--- src/hdl/fge_pkg.sv ---
// Shared types, request codes and the fire palette of the fire effect grid engine.
package fge_pkg;

  localparam int HEAT_W = 6;
  localparam int COLOR_W = 16;
  localparam int REQ_W = 2;
  localparam int POS_W = 5;

  typedef logic [HEAT_W-1:0] heat_t;
  typedef logic [COLOR_W-1:0] color_t;
  typedef logic [REQ_W-1:0] req_t;
  typedef logic [POS_W-1:0] pos_t;

  localparam req_t REQ_IGNITE = 2'd0;
  localparam req_t REQ_COOL   = 2'd1;
  localparam req_t REQ_READ   = 2'd2;

  localparam heat_t HEAT_MAX = 6'd45;

  // Pack one RGB565 color.
  function automatic color_t pal(input logic [4:0] r, input logic [5:0] g,
                                 input logic [4:0] b);
    pal = {r, g, b};
  endfunction

  // Look up the fire color of a heat index; anything above full heat shows as full heat.
  function automatic color_t fire_color(input heat_t h);
    case (h)
      6'd0:  fire_color = pal(5'd0,  6'd0,  5'd0);
      6'd1:  fire_color = pal(5'd2,  6'd0,  5'd0);
      6'd2:  fire_color = pal(5'd4,  6'd0,  5'd0);
      6'd3:  fire_color = pal(5'd6,  6'd0,  5'd0);
      6'd4:  fire_color = pal(5'd8,  6'd0,  5'd0);
      6'd5:  fire_color = pal(5'd10, 6'd0,  5'd0);
      6'd6:  fire_color = pal(5'd12, 6'd0,  5'd0);
      6'd7:  fire_color = pal(5'd14, 6'd0,  5'd0);
      6'd8:  fire_color = pal(5'd16, 6'd0,  5'd0);
      6'd9:  fire_color = pal(5'd18, 6'd0,  5'd0);
      6'd10: fire_color = pal(5'd20, 6'd0,  5'd0);
      6'd11: fire_color = pal(5'd22, 6'd0,  5'd0);
      6'd12: fire_color = pal(5'd24, 6'd0,  5'd0);
      6'd13: fire_color = pal(5'd26, 6'd0,  5'd0);
      6'd14: fire_color = pal(5'd28, 6'd0,  5'd0);
      6'd15: fire_color = pal(5'd30, 6'd0,  5'd0);
      6'd16: fire_color = pal(5'd30, 6'd2,  5'd0);
      6'd17: fire_color = pal(5'd30, 6'd4,  5'd0);
      6'd18: fire_color = pal(5'd30, 6'd8,  5'd0);
      6'd19: fire_color = pal(5'd30, 6'd12, 5'd0);
      6'd20: fire_color = pal(5'd30, 6'd16, 5'd0);
      6'd21: fire_color = pal(5'd30, 6'd20, 5'd0);
      6'd22: fire_color = pal(5'd30, 6'd24, 5'd0);
      6'd23: fire_color = pal(5'd30, 6'd28, 5'd0);
      6'd24: fire_color = pal(5'd30, 6'd32, 5'd0);
      6'd25: fire_color = pal(5'd30, 6'd36, 5'd0);
      6'd26: fire_color = pal(5'd30, 6'd40, 5'd0);
      6'd27: fire_color = pal(5'd30, 6'd44, 5'd0);
      6'd28: fire_color = pal(5'd30, 6'd48, 5'd0);
      6'd29: fire_color = pal(5'd30, 6'd52, 5'd0);
      6'd30: fire_color = pal(5'd30, 6'd60, 5'd0);
      6'd31: fire_color = pal(5'd30, 6'd60, 5'd0);
      6'd32: fire_color = pal(5'd30, 6'd60, 5'd2);
      6'd33: fire_color = pal(5'd30, 6'd60, 5'd4);
      6'd34: fire_color = pal(5'd30, 6'd60, 5'd6);
      6'd35: fire_color = pal(5'd30, 6'd60, 5'd8);
      6'd36: fire_color = pal(5'd30, 6'd60, 5'd10);
      6'd37: fire_color = pal(5'd30, 6'd60, 5'd12);
      6'd38: fire_color = pal(5'd30, 6'd60, 5'd14);
      6'd39: fire_color = pal(5'd30, 6'd60, 5'd16);
      6'd40: fire_color = pal(5'd30, 6'd60, 5'd18);
      6'd41: fire_color = pal(5'd30, 6'd60, 5'd20);
      6'd42: fire_color = pal(5'd30, 6'd60, 5'd22);
      6'd43: fire_color = pal(5'd30, 6'd60, 5'd24);
      6'd44: fire_color = pal(5'd30, 6'd60, 5'd26);
      default: fire_color = pal(5'd30, 6'd60, 5'd30);
    endcase
  endfunction

endpackage

--- src/hdl/fge_cool_alu.sv ---
// Cooling unit: sliding window over the row below and the four-cell average.
module fge_cool_alu (
  input  logic          clk_i,
  input  logic          step_i,
  input  fge_pkg::heat_t below_i,
  input  fge_pkg::heat_t self_i,
  output fge_pkg::heat_t result_o
);
  import fge_pkg::*;

  heat_t win0_q;
  heat_t win1_q;
  logic [HEAT_W+1:0] sum;
  logic [HEAT_W+1:0] dec;

  // Shift the below-row window by one column per step.
  always_ff @(posedge clk_i) begin
    if (step_i) begin
      win0_q <= win1_q;
      win1_q <= below_i;
    end
  end

  // Add the four cells, take one off a nonzero sum, divide by four.
  always_comb begin
    sum = {2'b00, win0_q} + {2'b00, win1_q} + {2'b00, below_i} + {2'b00, self_i};
    dec = (sum != '0) ? (sum - {{(HEAT_W+1){1'b0}}, 1'b1}) : sum;
    result_o = dec[HEAT_W+1:2];
  end

endmodule

--- config.mk ---
export PLATFORM = sky130hd
export DESIGN_NAME = fge_cool_alu
export DESIGN_NICKNAME = d
export VERILOG_FILES = /design/src/hdl/fge_pkg.sv /design/src/hdl/fge_cool_alu.sv
export SDC_FILE = /design/constraint.sdc
export NUM_CORES = 1
export LEC_CHECK = 0
export BUFFER_PORTS_ARGS = -buffer_cell sky130_fd_sc_hd__buf_2
export CAP_MARGIN = 20
export CORE_MARGIN = 1.5
export CORE_UTILIZATION = 57
export CTS_BUF_LIST = sky130_fd_sc_hd__clkbuf_8
export CTS_CLUSTER_SIZE = 16
export DETAILED_ROUTE_END_ITERATION = 7
export PLACE_DENSITY = 0.81
export SYNTH_ARGS = -nofsm -noshare
export SYNTH_HDL_FRONTEND = slang
export SYNTH_SLANG_ARGS = --single-unit
export TNS_END_PERCENT = 50
--- constraint.sdc ---
create_clock -name clk_i -period 4.6 [get_ports clk_i]
set_input_delay 0.46 -clock clk_i [delete_from_list [all_inputs] [get_ports clk_i]]
set_output_delay 0.46 -clock clk_i [all_outputs]
set_load 0.005 [all_outputs]
After elaboration in Yosys (flattened, before gate mapping)
Index checks and enable logic that the tools add are counted.

storage, ports and cells
  word-level logic and storage cells = 8
  input bits = 14
  bits in registers = 12
  output and inout bits = 6

cells by class
  reductions and logical operators = 1
  muxes and demuxes = 1
  add/subtract/negate cells = 4

operators by type and width
  kind                   count
  $add A7 B6 Y8          1
  $add A8 B6 Y8          1
  $mux W8                1
  $reduce_bool A8 Y1     1
  $sub A8 B1 Y8 const B  1
  $add A6 B6 Y7          1

Longest topological paths before layout
Gate-level depths: netlist of the first run.

  word-level depth = 5
  depth in mapped cells = 11
  mapped depth without buffers = 11

Worst setup path after synthesis of the first run
Ideal clock, no wire load.

  kind = input port to output port
  start = in below_i[1]
  end = out result_o[1]
  path buffers = 0
  path slack = 0.980 ns
  arrival time = 3.160 ns
  required time = 4.140 ns
  cell stages on the path = 11
  cells stage by stage = inv_1 fa_1 fa_1 inv_1 ha_1 fa_1 a211o_1 and3_4 o221ai_4 o21ai_2 xnor2_1

on the way
  word-level cells in the longest chain between the ends = 4
  elaborated cells on any way between the ends = 5
  those cells by class = 3 x add/sub; 1 x mux; 1 x reduce/logical

RTL lines
  item                                                 line                text
  from (decl)                                          fge_cool_alu.sv:5   input fge_pkg::heat_t below_i,
  $add A7 B6 Y8 (*)                                    fge_cool_alu.sv:26  sum = {2'b00, win0_q} + {2'b00, win1_q} + {2'b00, below_i} + {2'b00, self_i};
  $add A8 B6 Y8 (*)                                    fge_cool_alu.sv:26
  $sub A8 B1 Y8 or $reduce_bool A8 Y1 (tied branches)  fge_cool_alu.sv:27  dec = (sum != '0) ? (sum - {{(HEAT_W+1){1'b0}}, 1'b1}) : sum;
  $mux W8 (*)                                          fge_cool_alu.sv:27
  to (decl)                                            fge_cool_alu.sv:7   output fge_pkg::heat_t result_o

Every way passes the cells marked *; elsewhere a longest branch is shown, timed or not.

Worst setup path after layout of the first run
  start = reg win0_q[1]
  end = out result_o[0]

on the way
  word-level cells in the longest chain between the ends = 5
  elaborated cells on any way between the ends = 6
  those cells by class = 4 x add/sub; 1 x mux; 1 x reduce/logical

RTL lines
  item                                                 line                text
  from (decl)                                          fge_cool_alu.sv:11  heat_t win0_q;
  from (signal assigned)                               fge_cool_alu.sv:19  win0_q <= win1_q;
  $add A6 B6 Y7 (*)                                    fge_cool_alu.sv:26
  $add A7 B6 Y8 (*)                                    fge_cool_alu.sv:26
  $add A8 B6 Y8 (*)                                    fge_cool_alu.sv:26
  $sub A8 B1 Y8 or $reduce_bool A8 Y1 (tied branches)  fge_cool_alu.sv:27
  $mux W8 (*)                                          fge_cool_alu.sv:27

Marks and branches as above.

==> summary.txt, run 1 <==
Root Buffer = clkbuf_8
final design area excluding fillers = 1290 µm²
Resized cells post-CTS = 0
detail-routed net length per standard cell = 11.4 µm
overall die width = 47.3 µm
Hold Violations, Final = 0
total via count after detailed routing = 760
y dimension of the die = 47.3 µm
Critical Path Max Stage Delay = 0.52 ns
TritonCTS clock tree = yes
classification of the worst setup path = register to output port
Critical Path Sink Type = output port
total buffers and inverters traversed by the critical path = 3
vias per cell = 5.00
ant diodes = 0
critical register-to-register path endpoint = win0_q[4]$_DFFE_PP_
number of global-route vias before repair = 766
number of nets in the synthesized netlist = 137
Total Neg Setup Slack = 0 ns
Post-DP HPWL = 1.47 mm
origin of the critical flop-to-flop path = win1_q[4]$_DFFE_PP_
number of design-rule violations left by the first detailed-router iteration = 3
CP cell instances = inv_1 -> fa_1 -> fa_1 -> inv_1 -> ha_1 -> fa_1 -> nor3_1 -> and2b_1 -> o221ai_4 -> o21ai_2 -> xnor2_1 -> buf_2
Crit path top cell by count = fa_1
IO Count = 20
worst reg-to-reg setup slack = 3.94 ns
pin count of the biggest net entering global routing = 13
peak ir drop on the vdd network = 0.277 mV
cell leakage power = 0.661 nW
tightest slew margin relative to the limit = 78.6%
number of cells on the worst reg-to-reg path = 0
CORE AREA = 1780 µm²
clock period minus final worst setup slack = 3.97 ns
number of cells on the critical path = 12
prevailing post-synth register cell = edfxtp_1
metal2 WL = 891 µm
total setup buffers inserted after CTS = 0
count of flip-flops with a built-in enable after synthesis = 12
number of register bits inferred by synthesis = 12
kind of cell adding the most delay to the critical path = adder cells
required time at the endpoint of the critical path = 4.14 ns
worst hold path class = input port to register
max-cap violations = 0
TritonRoute pass-1 iters = 3
most common cell after layout, fill and taps aside = inv_1
Finish-stage setup viols = 0
Pwr Total = 0.000594 W
post-route clock period utilization = 86.4%
clock tree sinks = 12
unrepaired setup endpoints after global routing = no
Worst EP arrival = 3.51 ns
setup skew after layout = 0.00427 ns
mean post-synth cell area = 10.7 µm²
share of cells above drive strength 1 = 26.0%
number of warnings printed during yosys synthesis = 0
maximum achievable frequency = 252 MHz
initial standard-cell utilization of the core = 62.6%
final number of max-transition violations = 0
Async SR Flop Fraction = 0%
Final GP Congestion = 0.731
hold slack final = 0.405 ns
input/output buffers = 19
highest routing layer actually used = met4
sequential share of the synthesized area = 32.3%
die area = 2230 µm²
cell with the largest stage delay on the worst path = fa_1
met3 wire len = 67 µm
total global-route track usage = 19.2%
number of antenna violations at the first check in global routing = 0
post-synth cell types = 30
Longest Clk Path Bufs = 2
number of nets in the final layout = 161
startpoint of the lowest-slack hold path = below_i[1]
Post-Syn Instances = 104
critical path peak fanout = 6
number of hold buffers added after CTS = 0
leading cell types in the layout, fill and taps excluded = inv_1 (33), buf_2 (19), fa_1 (12), edfxtp_1 (12), ha_1 (7)
status = finished clean
CTS clk-pin slew, worst paths = 0.05 ns
global-route wire length before repair = 2.90 mm
number of cells on the worst hold path = 1
Synth Cell Area = 1120 µm²
number of buffers added by the clock tree synthesis step = 3
worst hold endpoint = win1_q[1]$_DFFE_PP_
launching element type of the critical path = register
aggregate routed wire length = 1.73 mm
Metal-1 WL = 751 µm
slew at the pin closest to its max-slew limit = 0.315 ns
cell row count = 15
Area growth syn-to-layout = 15.4%
total DRC errors in the routed layout = 0
H-tree depth = 1
Clock Latency Late Sink = 0.24 ns
count of antenna-violating nets left after detailed routing = 0
area post-placement = 1240 µm²
final global-route overflow total = 0
power density over the cells = 462 nW/µm²
cell families (layout without fill, tap and decap cells):
family,count (synthesis),after routing,share of synthesized area [%]
xor gates and xnor gates,4,4,3.14
DFF,12,12,32.3
AOI/OAI and AO/OA,18,18,14.0
buffers and inverters,33,56,11.1
adders and majority gates,19,19,29.4
muxes,1,1,1.23
and+or+nand+nor,17,17,8.86
power by group:
group | total, W | switching (W) | internal, W
clock | 0.0000979 | 0.0000390 | 0.0000589
sequential | 0.000133 | 0.00000337 | 0.000130
combinational | 0.000363 | 0.000194 | 0.000169
total | 0.000594 | 0.000236 | 0.000358
through the flow:
step | worst slack (ns) | util [%] | std cells
2_1_floorplan | 0.980 | - | 104
3_3_place_gp | 0.703 | 69.7 | 148
3_5_place_dp | 0.621 | 69.7 | 148
4_1_cts | 0.585 | 72.2 | 152
5_1_grt | 0.435 | 72.2 | 152
6_report | 0.627 | 72.2 | 152
cell usage after synthesis, drive strengths merged, types with 2 or more instances:
| cell | count | area (µm²) |
|---|---|---|
| inv | 33 | 124 |
| and3 | 3 | 25.0 |
| o21ai | 3 | 22.5 |
| fa | 12 | 240 |
| ha | 7 | 87.6 |
| nor2 | 4 | 15.0 |
| edfxtp | 12 | 360 |
| xnor2 | 3 | 26.3 |
| a21oi | 4 | 23.8 |
| a21o | 4 | 30.0 |
| nor3 | 3 | 15.0 |
| or2 | 2 | 12.5 |
worst max path at each step:
stage | start | to | slack, ns
2_1_floorplan | below_i[1] | result_o[1] | 0.98
3_3_place_gp | below_i[1] | result_o[1] | 0.70
3_5_place_dp | below_i[1] | result_o[0] | 0.62
4_1_cts | win0_q[1]$_DFFE_PP_ | result_o[0] | 0.59
5_1_grt | win0_q[1]$_DFFE_PP_ | result_o[0] | 0.44
6_report | win0_q[1]$_DFFE_PP_ | result_o[0] | 0.63
metal layers:
layer  vias to the layer above  GRT usage [%]
met5                         -              0
met4                         0           5.00
met3                         5           6.92
met2                        14           34.1
met1                       355           21.8
li1                        386              -
layout make-up:
type	instances	area [µm²]
Clock inverter	1	3.75
Clock buffer	3	41.3
Tap cell	25	31.3
Fill cell	146	495
Timing Repair Buffer	19	95.1
Sequential cell	12	360
Inverter	33	124
Multi-Input combinational cell	59	632
registers in the layout, summed over array words and instances, names as in the netlist:
register / count
win0_q: 6
win1_q: 6
No activity file was read; power rests on OpenSTA's default activity.
==> run 2: changes to the inputs <==
- clock period: 4.6 -> 3.7 ns (I/O delays scaled with it)
==> run 2 against run 1 <==
  * The flow now finishes with violations (negative setup slack)
  * Critical path depth unchanged
  * First-iteration DRC count is 100% higher
  * Non-clock buffer count grew 7
  * Critical endpoint is now result_o[3]
  * Register-to-register slack got worse by 0.91 ns
  * Highest routed layer unchanged
  * Clock-buffer cell count unchanged
  * Combinational power rose by 48%
==> summary.txt, run 2 (synthesized netlist as in run 1, its figures left out) <==
Finish-stage setup viols = 2 (+2)
required time at the endpoint of the critical path = 3.33 ns (-0.81 ns)
tightest slew margin relative to the limit = 78.3% (-0.26 points)
peak ir drop on the vdd network = 0.312 mV (+13%)
detail-routed net length per standard cell = 12.9 µm (+13%)
CORE AREA = 1780 µm² (unchanged)
classification of the worst setup path = register to output port
IO Count = 20 (unchanged)
critical path peak fanout = 6 (unchanged)
final standard cell utilization of the core = 77.5% (+5.3 points)
Switching Power = 0.000335 W (+42%)
Post-DP HPWL = 1.48 mm (+0.70%)
pin count of the biggest net entering global routing = 13 (unchanged)
overall die width = 47.3 µm (unchanged)
cell row count = 15 (unchanged)
final worst-path setup slack = -0.0675 ns (-0.695 ns)
clock tree sinks = 12 (unchanged)
number of design-rule violations left by the first detailed-router iteration = 6 (+3)
number of cells on the worst hold path = 1 (unchanged)
total global-route track usage = 20.4% (+1.1 points)
violated checks = negative setup slack
Area growth syn-to-layout = 23.9%
register cell area after layout = 360 µm² (unchanged)
Root Buffer = clkbuf_8
Longest Clk Path Bufs = 2 (unchanged)
vias per cell = 5.13 (+2.5%)
status = complete, but fails checks
Sw Share = 40.3% (+0.62 points)
area post-placement = 1280 µm² (+3.0%)
post-route clock period utilization = 102%
final global-route overflow total = 0 (unchanged)
Final GP Congestion = 0.734 (+0.40%)
footprint of the multi-input gates = 674 µm² (+6.7%)
leading cell types in the layout, fill and taps excluded = inv_1 (31), buf_2 (19), edfxtp_1 (12)
cell leakage power = 0.695 nW (+5.2%)
y dimension of the die = 47.3 µm (unchanged)
TritonRoute pass-1 iters = 6 (+3)
total via count after detailed routing = 815 (+7.2%)
Filler Cells Inserted = 117 (-20%)
number of buffers added by the clock tree synthesis step = 3 (unchanged)
clock period minus final worst setup slack = 3.77 ns
input/output buffers = 19 (unchanged)
maximum achievable frequency = 265 MHz
power density over the cells = 600 nW/µm² (+30%)
top flop regs = win0_q x6, win1_q x6
Hold Violations, Final = 0 (unchanged)
total DRC errors in the routed layout = 0 (unchanged)
unrepaired setup endpoints after global routing = yes
number of hold buffers added after CTS = 0 (unchanged)
share of cells above drive strength 1 = 35.8% (+9.8 points)
number of cells on the worst reg-to-reg path = 0 (unchanged)
ant diodes = 0 (unchanged)
power share of the sequential group = 20.0% (-2.4 points)
Clock Latency Late Sink = 0.25 ns (about the same)
total internal power = 0.000495 W (+38%)
clock share of power = 15.3% (-1.2 points)
slew at the pin closest to its max-slew limit = 0.319 ns (+0.00386 ns)
initial standard-cell utilization of the core = 62.6% (unchanged)
count of antenna-violating nets left after detailed routing = 0 (unchanged)
aggregate routed wire length = 2.05 mm (+18%)
Worst EP arrival = 3.40 ns (-0.11 ns)
setup skew after layout = 0.00161 ns (-0.00266 ns)
launching element type of the critical path = register
TritonCTS clock tree = yes
final design area excluding fillers = 1380 µm² (+7.4%)
max-cap violations = 0 (unchanged)
worst hold path class = input port to register
number of antenna violations at the first check in global routing = 0 (unchanged)
CTS clk-pin slew, worst paths = 0.05 ns (about the same)
logic gate share of total power = 64.7% (+3.6 points)
number of global-route vias before repair = 834 (+8.9%)
most common cell after layout, fill and taps aside = inv_1
die area = 2230 µm² (unchanged)
Critical Path Sink Type = output port
number of nets in the final layout = 168 (+4.3%)
final number of max-transition violations = 0 (unchanged)
global-route wire length before repair = 3.10 mm (+6.7%)
H-tree depth = 1 (unchanged)
## run 2: power by group through the flow
stage	Combinational [W]	Clock [W]	Sequential, W
after floorplan	0.000336	0	0.000167
after global placement	0.000459	0	0.000168
after detailed placement	0.000475	0	0.000169
after CTS	0.000485	0.000130	0.000166
after global routing	0.000596	0.000136	0.000167
final	0.000537	0.000127	0.000166
## run 2: timing repair
item,in CTS,in global routing
resized for setup,2,8
buffers inserted,1,1
pin swaps,10,7
setup endpoints to repair,6,6
## run 2: per-layer routing
layer  wire length [µm]  track usage (%)  up-vias  share of wire (%)
met5                  0                0        -                  0
met4                 85             6.67        0                4.1
met3                 77             4.62        9                3.8
met2               1130             38.6       25                 55
met1                761             21.9      384                 37
li1                   -                -      397                  -
## run 2: final timing paths
kind                            start                   to  slack, ns
setup / recovery  win0_q[1]$_DFFE_PP_          result_o[3]      -0.07
hold / removal             below_i[1]  win1_q[1]$_DFFE_PP_       0.31
setup reg to reg  win1_q[0]$_DFFE_PP_  win0_q[0]$_DFFE_PP_       3.03
hold reg to reg   win1_q[4]$_DFFE_PP_  win0_q[4]$_DFFE_PP_       0.46
## run 2: through the flow
stage | setup WS [ns] | hold slack (ns) | power, W | instances | setup TNS (ns)
2_1_floorplan | 0.260 | 0.426 | 0.000503 | 104 | 0
3_3_place_gp | 0.0277 | 0.435 | 0.000627 | 153 | 0
3_5_place_dp | -0.0614 | 0.445 | 0.000644 | 153 | -0.104
4_1_cts | -0.0591 | 0.308 | 0.000781 | 158 | -0.129
5_1_grt | -0.177 | 0.308 | 0.000899 | 159 | -0.564
6_report | -0.0675 | 0.311 | 0.000830 | 159 | -0.0751
## run 2: layout make-up
type	count	share of cell area (%)
multi-input combinational	59	48.8
inverter	33	8.96
sequential	12	26.1
tap	25	2.26
timing repair buffer	26	10.7
clock inverter	1	0.271
clock buffer	3	2.99
## run 2: worst max-delay path, cell delays in order (launching register included)
cell	delay [ns]
edfxtp_1	0.37
inv_2	0.06
fa_1	0.41
fa_1	0.51
inv_2	0.05
ha_4	0.15
fa_2	0.34
a211o_4	0.36
and3_4	0.17
o221ai_4	0.28
nor2b_1	0.12
a21o_1	0.19
buf_2	0.13
